File: src/hdl/htlp_pkg.sv
`default_nettype none

package htlp_pkg;

    localparam int TABLE_SIZE = 11;
    localparam int ADDR_BITS  = 20;

    localparam int SLOT_BITS  = $clog2(TABLE_SIZE);
    localparam int CNT_BITS   = $clog2(TABLE_SIZE + 1);
    localparam int LABEL_BITS = 64;
    localparam int FADDR_BITS = 20;
    localparam int SIDX_BITS  = 4;

    typedef enum logic {
        CMD_INSERT = 1'b0,
        CMD_SEARCH = 1'b1
    } t_cmd;

    typedef enum logic [1:0] {
        ST_ADDED   = 2'd0,
        ST_FULL    = 2'd1,
        ST_FOUND   = 2'd2,
        ST_MISSING = 2'd3
    } t_status;

    typedef struct packed {
        t_cmd                    cmd;
        logic [LABEL_BITS-1:0]   label;
        logic [FADDR_BITS-1:0]   address;
    } t_in;

    typedef struct packed {
        t_status                 status;
        logic [FADDR_BITS-1:0]   found_address;
        logic [SIDX_BITS-1:0]    slot_index;
    } t_out;

    // one stored symbol
    typedef struct packed {
        logic [LABEL_BITS-1:0]   label;
        logic [ADDR_BITS-1:0]    address;
    } t_entry;

    localparam int ENTRY_BITS = $bits(t_entry);

    typedef logic [SLOT_BITS-1:0] t_home_tbl [256];

    // home slot for every value of the first label character
    function automatic t_home_tbl build_home();
        t_home_tbl tbl;
        for (int i = 0; i < 256; i++) begin
            tbl[i] = SLOT_BITS'(i % TABLE_SIZE);
        end
        return tbl;
    endfunction

    localparam t_home_tbl HOME_TBL = build_home();

endpackage

`default_nettype wire

File: src/hdl/htlp_ram.sv
`default_nettype none

module htlp_ram #(
    parameter int WIDTH = 8,
    parameter int DEPTH = 16
) (
    input  wire logic                     i_clk,
    input  wire logic                     i_we,
    input  wire logic [$clog2(DEPTH)-1:0] i_waddr,
    input  wire logic [WIDTH-1:0]         i_wdata,
    input  wire logic [$clog2(DEPTH)-1:0] i_raddr,
    output logic      [WIDTH-1:0]         o_rdata
);

    logic [WIDTH-1:0] r_mem [DEPTH];

    always_ff @(posedge i_clk) begin
        if (i_we) begin
            r_mem[i_waddr] <= i_wdata;
        end
        o_rdata <= r_mem[i_raddr];
    end

endmodule

`default_nettype wire

File: src/hdl/hash_table_linear_probe.sv
`default_nettype none

// channel   direction  handshake                 payload
// in        input      i_in_valid / o_in_ready   i_in  (cmd, label, address)
// out       output     o_out_valid / i_out_ready o_out (status, found_address, slot_index)
//
// insert: probes from home to a free slot or a full table, then the result register
// search: one slot compared per cycle behind the registered read of the symbol ram,
//   at most TABLE_SIZE slots, then the result register
// one transaction in flight; a new one is taken once the result has been taken
// synchronous active-low reset empties the table by clearing the slot valid bits
// a stalled result simply holds in the output register

module hash_table_linear_probe (
    input  wire logic          i_clk,
    input  wire logic          i_rst_n,
    input  wire logic          i_in_valid,
    output logic               o_in_ready,
    input  wire htlp_pkg::t_in i_in,
    output logic               o_out_valid,
    input  wire logic          i_out_ready,
    output htlp_pkg::t_out     o_out
);

    typedef enum logic [1:0] {
        S_IDLE,
        S_INS,
        S_SRCH,
        S_OUT
    } t_state;

    t_state                                r_state;
    logic [htlp_pkg::TABLE_SIZE-1:0]       r_valid;
    logic [htlp_pkg::LABEL_BITS-1:0]       r_label;
    logic [htlp_pkg::ADDR_BITS-1:0]        r_addr;
    logic [htlp_pkg::SLOT_BITS-1:0]        r_pos;
    logic [htlp_pkg::CNT_BITS-1:0]         r_cnt;
    // compare stage of the search pipeline
    logic                                  r_pd_live;
    logic                                  r_pd_vld;
    logic                                  r_pd_last;
    logic [htlp_pkg::SLOT_BITS-1:0]        r_pd_pos;
    htlp_pkg::t_out                        r_out;

    logic [htlp_pkg::SLOT_BITS-1:0]        n_pos;
    logic                                  w_last;
    logic                                  w_we;
    htlp_pkg::t_entry                      w_wdata;
    htlp_pkg::t_entry                      w_rdata;
    logic [htlp_pkg::ENTRY_BITS-1:0]       w_rdata_raw;
    logic                                  w_match;
    logic [htlp_pkg::ADDR_BITS+htlp_pkg::FADDR_BITS-1:0] w_faddr_ext;
    logic [htlp_pkg::SLOT_BITS+htlp_pkg::SIDX_BITS-1:0]  w_pos_ext;
    logic [htlp_pkg::SLOT_BITS+htlp_pkg::SIDX_BITS-1:0]  w_pd_pos_ext;
    logic [htlp_pkg::ADDR_BITS+htlp_pkg::FADDR_BITS-1:0] w_in_addr_ext;

    assign n_pos  = (r_pos == htlp_pkg::SLOT_BITS'(htlp_pkg::TABLE_SIZE - 1))
                  ? '0 : r_pos + 1'b1;
    assign w_last = (r_cnt == htlp_pkg::CNT_BITS'(htlp_pkg::TABLE_SIZE - 1));

    assign w_we          = (r_state == S_INS) && !r_valid[r_pos];
    assign w_wdata.label   = r_label;
    assign w_wdata.address = r_addr;
    assign w_rdata       = htlp_pkg::t_entry'(w_rdata_raw);
    assign w_match       = r_pd_live && r_pd_vld && (w_rdata.label == r_label);

    // output fields are masked or zero extended to their port widths
    assign w_faddr_ext   = {{htlp_pkg::FADDR_BITS{1'b0}}, w_rdata.address};
    assign w_pos_ext     = {{htlp_pkg::SIDX_BITS{1'b0}}, r_pos};
    assign w_pd_pos_ext  = {{htlp_pkg::SIDX_BITS{1'b0}}, r_pd_pos};
    assign w_in_addr_ext = {{htlp_pkg::ADDR_BITS{1'b0}}, i_in.address};

    htlp_ram #(
        .WIDTH (htlp_pkg::ENTRY_BITS),
        .DEPTH (htlp_pkg::TABLE_SIZE)
    ) u_ram (
        .i_clk   (i_clk),
        .i_we    (w_we),
        .i_waddr (r_pos),
        .i_wdata (w_wdata),
        .i_raddr (r_pos),
        .o_rdata (w_rdata_raw)
    );

    assign o_in_ready  = (r_state == S_IDLE);
    assign o_out_valid = (r_state == S_OUT);
    assign o_out       = r_out;

    always_ff @(posedge i_clk) begin
        if (!i_rst_n) begin
            r_state   <= S_IDLE;
            r_valid   <= '0;
            r_pd_live <= 1'b0;
        end else begin
            case (r_state)
                S_IDLE: begin
                    if (i_in_valid) begin
                        r_label   <= i_in.label;
                        r_addr    <= w_in_addr_ext[htlp_pkg::ADDR_BITS-1:0];
                        r_pos     <= htlp_pkg::HOME_TBL[i_in.label[7:0]];
                        r_cnt     <= '0;
                        r_pd_live <= 1'b0;
                        r_state   <= (i_in.cmd == htlp_pkg::CMD_INSERT) ? S_INS : S_SRCH;
                    end
                end
                S_INS: begin
                    if (!r_valid[r_pos]) begin
                        r_valid[r_pos]      <= 1'b1;
                        r_out.status        <= htlp_pkg::ST_ADDED;
                        r_out.found_address <= '0;
                        r_out.slot_index    <= w_pos_ext[htlp_pkg::SIDX_BITS-1:0];
                        r_state             <= S_OUT;
                    end else if (w_last) begin
                        r_out.status        <= htlp_pkg::ST_FULL;
                        r_out.found_address <= '0;
                        r_out.slot_index    <= '0;
                        r_state             <= S_OUT;
                    end else begin
                        r_pos <= n_pos;
                        r_cnt <= r_cnt + 1'b1;
                    end
                end
                S_SRCH: begin
                    // issue side: read the next slot while the previous one is compared
                    r_pd_pos  <= r_pos;
                    r_pd_vld  <= r_valid[r_pos];
                    r_pd_last <= w_last;
                    r_pd_live <= 1'b1;
                    r_pos     <= n_pos;
                    r_cnt     <= r_cnt + 1'b1;
                    if (w_match) begin
                        r_out.status        <= htlp_pkg::ST_FOUND;
                        r_out.found_address <= w_faddr_ext[htlp_pkg::FADDR_BITS-1:0];
                        r_out.slot_index    <= w_pd_pos_ext[htlp_pkg::SIDX_BITS-1:0];
                        r_state             <= S_OUT;
                    end else if (r_pd_live && r_pd_last) begin
                        r_out.status        <= htlp_pkg::ST_MISSING;
                        r_out.found_address <= '0;
                        r_out.slot_index    <= '0;
                        r_state             <= S_OUT;
                    end
                end
                S_OUT: begin
                    if (i_out_ready) begin
                        r_state <= S_IDLE;
                    end
                end
                default: begin
                    r_state <= S_IDLE;
                end
            endcase
        end
    end

endmodule

`default_nettype wire

File: config.mk
export PLATFORM = sky130hd
export DESIGN_NAME = hash_table_linear_probe
export DESIGN_NICKNAME = d
export VERILOG_FILES = /design/src/hdl/htlp_pkg.sv /design/src/hdl/htlp_ram.sv /design/src/hdl/hash_table_linear_probe.sv
export SDC_FILE = /design/constraint.sdc
export NUM_CORES = 1
export LEC_CHECK = 0
export BUFFER_PORTS_ARGS = -buffer_cell sky130_fd_sc_hd__buf_2
export CORE_ASPECT_RATIO = 0.7
export CORE_MARGIN = 3
export CORE_UTILIZATION = 40
export DETAILED_ROUTE_END_ITERATION = 10
export PLACE_DENSITY = 0.62
export SETUP_SLACK_MARGIN = 0.4
export SLEW_MARGIN = 5
export SYNTH_ARGS = -nofsm -noshare
export SYNTH_HDL_FRONTEND = slang
export SYNTH_SLANG_ARGS = --single-unit
File: constraint.sdc
create_clock -name i_clk -period 8.4 [get_ports i_clk]
set_input_delay 1.68 -clock i_clk [delete_from_list [all_inputs] [get_ports i_clk]]
set_output_delay 1.68 -clock i_clk [all_outputs]
set_load 0.02 [all_outputs]
### Word level (Yosys, flattened, before mapping)

Memory sizes are Yosys's and may differ from the RTL's. A register that Yosys moved wholly into a read port is not among the register bits.
Index checks and enable logic that the tools add are counted.

* memory bits (read-only): 1024
* logic and storage cells: 84
* register bits: 138
* RAM bits: 924
* output and inout port bits: 28
* input bits: 89
* memories: 2

* mux-type cells: 32
* reductions and logical operators: 17
* order comparisons: 3
* eq/ne operators: 12
* add/subtract/negate cells: 2
* bitwise logic cells: 3

Memories
* (name not given): depth 256, bits a word 4, rd ports 1, clocked after Yosys merged registers in 0, wr ports 0, RTL line hash_table_linear_probe.sv:100 `r_pos <= htlp_pkg::HOME_TBL[i_in.label[7:0]];`
* u_ram.r_mem: depth 11, bits a word 84, rd ports 1, clocked after Yosys merged registers in 1, wr ports 1, RTL line htlp_ram.sv:15 `logic [WIDTH-1:0] r_mem [DEPTH];`

Operator list (count)
* 26-bit two-way mux: 4
* 64-bit equality test: 1
* 26-bit case mux with 2 select lines: 1
* 4-bit two-way mux: 9
* 4-bit case mux with 3 select lines: 2
* 2-bit two-way mux: 7
* 11-bit bitwise OR: 1
* 9-bit greater-or-equal comparator, second input constant: 1
* 8-bit inverter with 9-bit output: 1
* 4-bit by 1-bit adder with 4-bit output, second input constant: 2
* 4-bit equality test, second input constant: 2
* 2-bit case mux with 4 select lines: 1
* 4-bit AND reduction: 2
* 3-bit inequality test, second input constant: 2
* 2-bit AND reduction: 3
* 1-bit logical AND: 5
* 4-bit by 5-bit < comparator with 1-bit output, second input constant: 1
* 1-bit two-way mux: 5
* 5-bit AND reduction: 1
* 1-bit binary-select mux with 4-bit select: 1
* 1-bit demux with 4-bit select: 1
* 2-bit equality test, second input constant: 2
* 4-bit by 1-bit greater-or-equal comparator with 1-bit output, second input constant: 1
* 2-bit by 1-bit inequality test with 1-bit output, second input constant: 2
* other kinds (9): 11

### Longest topological paths before layout

* depth after elaboration: 6
* mapped depth: 11
* gate-level depth less buffers: 9

### Cells and area by module

Synthesis repeated with hierarchy kept, for this count alone.

* cells, all modules: 2633
* area, all modules: 45110.8 µm²

By module, submodules not included
* htlp_ram: area each 37923.9 µm², times used 1, cells each 1990, sequential area each 29428.2 µm²
* hash_table_linear_probe: area each 7186.9 µm², times used 1, cells each 643, sequential area each 4003.8 µm²

### Worst setup path before layout

Ideal clock, no wire load.

* path kind: register to register
* start point: register r_pos[0] in the netlist's numbering
* end point: memory u_ram.r_mem[4][0] in the netlist's numbering, enable pin
* slack: 0.554 ns
* stages on the path, launching flop included: 4
* setup time: 0.632 ns
* path buffers: 0
* data required time: 7.768 ns
* arrival: 7.214 ns
* clock period less this slack: 7.846 ns
* cell sequence: edfxtp_1 > mux4_2 > or4b_1 > nor3_1

* longest elaborated chain between the ends: 6

Ends and longest elaborated chain
* start, declared: RTL line hash_table_linear_probe.sv:36 `logic [htlp_pkg::SLOT_BITS-1:0] r_pos;`
* start signal, assigned: RTL line hash_table_linear_probe.sv:100
* start signal, assigned: RTL line hash_table_linear_probe.sv:119 `r_pos <= n_pos;`
* start signal, assigned: RTL line hash_table_linear_probe.sv:129 `r_pos <= n_pos;`
* 1-bit binary-select mux with 4-bit select: RTL line hash_table_linear_probe.sv:61 `assign w_we = (r_state == S_INS) && !r_valid[r_pos];`
* 1-bit two-way mux (implied by the code): RTL line hash_table_linear_probe.sv:61
* 1-bit zero test
* 1-bit logical AND: RTL line hash_table_linear_probe.sv:61
* 1-bit two-way mux: RTL line htlp_ram.sv:18 `if (i_we) begin`
* 1-bit two-way mux (implied by the code): RTL line htlp_ram.sv:19 `r_mem[i_waddr] <= i_wdata;`
* end, declared: RTL line htlp_ram.sv:15

Several ways; a longest one is shown, not always the timed one. The select of a mux whose other input is x is not followed.

### Worst setup path after layout

* start point: register r_pos[1] in the netlist's numbering
* end point: memory u_ram.r_mem[6][82] in the netlist's numbering, enable pin

The elaborated chain is that of the path after synthesis.

==> impl_metrics.tcl <==
set metrics [dict create \
    synth_edf_count 1048 \
    area_growth_pct 12.7 \
    n_fill_cell 9000 \
    crit_buf_inv 3 \
    grt_pass1_wl_um 145000 \
    p_total_mw 14.9 \
    ios 117 \
    place_inst 3839 \
    p_clk_share_pct 30.9 \
    pwr-share-comb_pct 20.9 \
    startpoint "r_pos[1]" \
    dp_hpwl_um 53000 \
    yosysSeqAreaShare_pct 76.3 \
    rr_endpoint "u_ram.r_mem[6][82]" \
    clk_pin_slew_ns 0.06 \
    layout.nets 2618 \
    die_w_um 402 \
    final_layout_size_suffix_gt1_share_pct 19.6 \
    r2r_slack_ns 4.14 \
    wl_per_cell_um 23.9 \
    p_sw_share_pct 28.3 \
    ir_worst_vdd_mv 0.274 \
    worst_path_dominant_cell_family "buffers and inverters" \
    detail-route-antenna-nets 0 \
    drt_wl_total_um 96400 \
    viasPerCell 5.42 \
    finish.utilization_pct 46.0 \
    maxSlewHeadroom_pct 20.4 \
    async_flop_share_pct 0 \
    layout_setup_ws_ns 4.14 \
    drt-initial-drc-count 2096 \
    yosysUniqueCellTypes 62 \
    postCtsResizedCells 0 \
    route.detailed.drc 0 \
    clock_latency_ns 0.69 \
    crit_type "reg2reg" \
    cts_root_buf "clkbuf_16" \
    slowest_delay_ns 0.67 \
    grt_max_degree 158 \
    diodes 0 \
    yosys_warnings 0 \
    status "finished, final reports clean" \
    crit_arrival_ns 4.57 \
    muxShareOfSynthArea_pct 13.0 \
    synth_fp_nets 2491 \
    worst_pin_slew_ns 1.19 \
    initial_utilization_pct 40.8 \
    drt-pass1-iter-count 6 \
    hold_class "reg2reg" \
    syn_avg_cell_area_um2 18.3 \
    p_leak_nw 16.3 \
    pwr_density_cell_nw_per_um2 302 \
    final.setup.tns_ns 0 \
    clockBufferDepth 3 \
    p_seq_share_pct 48.2 \
    startpoint_type "register" \
    pre_cts_ws_ns 3.90 \
    h-tree-depth 3 \
    setup_viol 0 \
    min_period_over_period_pct 50.8 \
    cts_tree "built" \
    period_needed_ns 4.26 \
    maxSlewViolCount 0 \
    yosys.area_share.xor_xnor_pct 1.08 \
    drv_cap 0 \
    rows 100 \
    reg2regPathDepth 6 \
    fmax_mhz 235 \
    netlist_area_um2 43800 \
    crit_end "u_ram.r_mem[6][82]" \
    place_congestion 0.884 \
    synth_top_family_by_area "multiplexers" \
    intPower_mw 10.7 \
    synthCells 2390 \
    synth_flop_cell "edfxtp_1" \
    cp_max_fo 157 \
    p_sw_mw 4.22 \
    worst-path-stages 6 \
    die_h_um 283 \
    die_area_um2 114000 \
    hold_viol_final 0 \
    cts_sinks 1146 \
    crit_top_cell "buf_4" \
    post_cts_buffers 0 \
    coreArea_um2 107000 \
    rsz0062_at_grt "false" \
    grt_use_total_pct 16.8 \
    cp_data_required_time_ns 8.71 \
    crit_chain "buf_12 > mux4_2 > or4b_1 > nor2_4 > buf_4 > buf_4" \
    port_buffers 116 \
    synth_seq_cells 1146 \
    synthSimpleGateAreaFrac_pct 3.50 \
    overflow 0 \
    layout.cells.non_filler 4036 \
    cts_buffers 104 \
    r2r-start "r_pos[1]" \
    layout_commonest_cell "edfxtp_1" \
    yosys.area_share.adder_pct 0.342 \
    ctsHoldBuffers 0 \
    vias 21900 \
    cp-end-kind "register" \
    antenna_found_initial 5 \
    skew_ns 0.0403 \
    synth-compound-area-share_pct 4.25 \
    most-common-layout-cells "edfxtp_1, nand2_1, mux4_2, mux2i_1, o21ai_1" \
    cp_slowest_cell "buf_4" \
    grt_pass1_vias 22400 \
]
## per-layer routing
metal,global-route usage (%),wire [um],vias to the layer above,share of wire [%]
met3,3.31,5730,151,5.9
li1,-,-,9698,-
met1,24.7,44000,11300,46
met4,3.57,1770,6,1.8
met5,0,41,-,0.043
met2,26.3,44800,703,47
## state kept, by name, indices dropped and copies added, names as in the netlist
name and count:
r_pos 4, r_pd_vld 1, r_valid 11, r_pd_live 1, u_ram.r_mem 924, r_state 2
o_out 26, r_pd_last 1, r_pd_pos 4, r_cnt 4, r_label 64, u_ram.o_rdata 84
r_addr 20
## cells in the mapped netlist, types with 12 or more instances
cell | number | share of area (%)
edfxtp_1 | 1048 | 72
nand2_1 | 205 | 1.8
mux2i_1 | 174 | 4.0
mux4_2 | 174 | 8.9
o21ai_1 | 154 | 1.8
dfxtp_1 | 98 | 4.5
clkbuf_1 | 71 | 0.61
o21ai_0 | 47 | 0.54
buf_2 | 37 | 0.42
nor2_1 | 37 | 0.32
xnor2_1 | 37 | 0.74
inv_1 | 25 | 0.21
a21oi_1 | 23 | 0.26
and3_1 | 22 | 0.31
buf_1 | 18 | 0.15
nand3_1 | 17 | 0.19
xor2_1 | 17 | 0.34
nand2b_1 | 15 | 0.21
nor3_1 | 14 | 0.16
o211ai_1 | 14 | 0.24
ha_1 | 12 | 0.34
## layout make-up
type,count,area [um^2],area share (%)
Clock buffer,144,2930,5.92
Clock inverter,53,413,0.836
Inverter,29,114,0.230
Multi-Input combinational cell,1079,9790,19.8
Sequential cell,1146,33400,67.7
Tap cell,1428,1790,3.62
Timing Repair Buffer,157,938,1.90
## logic make-up (layout without fill, tap and decap cells)
logic type | Yosys count | count (layout)
flops | 1146 | 1146
mux | 350 | 350
simple gates | 347 | 347
compound gates | 316 | 316
buf+inv | 165 | 383
xor+xnor | 54 | 54
fa+ha+maj | 12 | 12
## worst min-delay path by stage
stage	startpoint	endpoint	depth (start not counted)
floorplan	r_pos[1]	r_pd_pos[1]	0
global placement	r_valid[7]	r_valid[7]	1
detailed placement	r_valid[0]	r_valid[0]	1
CTS	r_valid[0]	r_valid[0]	1
global route	r_valid[5]	r_valid[5]	1
finish	r_valid[0]	r_valid[0]	1
## metrics by stage
| stage | instance area (um^2) | hold WS [ns] |
|---|---|---|
| final | 49400 | 0.467 |
| after floorplan | 43800 | 0.424 |
| after global routing | 49400 | 0.483 |
| after global placement | 46100 | 0.444 |
| after CTS | 49400 | 0.469 |
| after detailed placement | 46100 | 0.454 |
## power groups by stage
stage / clock network (mW) / registers [mW] / logic [mW]
finish: 4.61 / 7.20 / 3.12
detailed placement: 0 / 7.32 / 3.16
floorplan: 0 / 7.26 / 2.24
CTS: 4.74 / 7.21 / 3.17
global placement: 0 / 7.29 / 3.12
global route: 4.96 / 7.26 / 3.40
No activity file was read; power rests on OpenSTA's default activity.
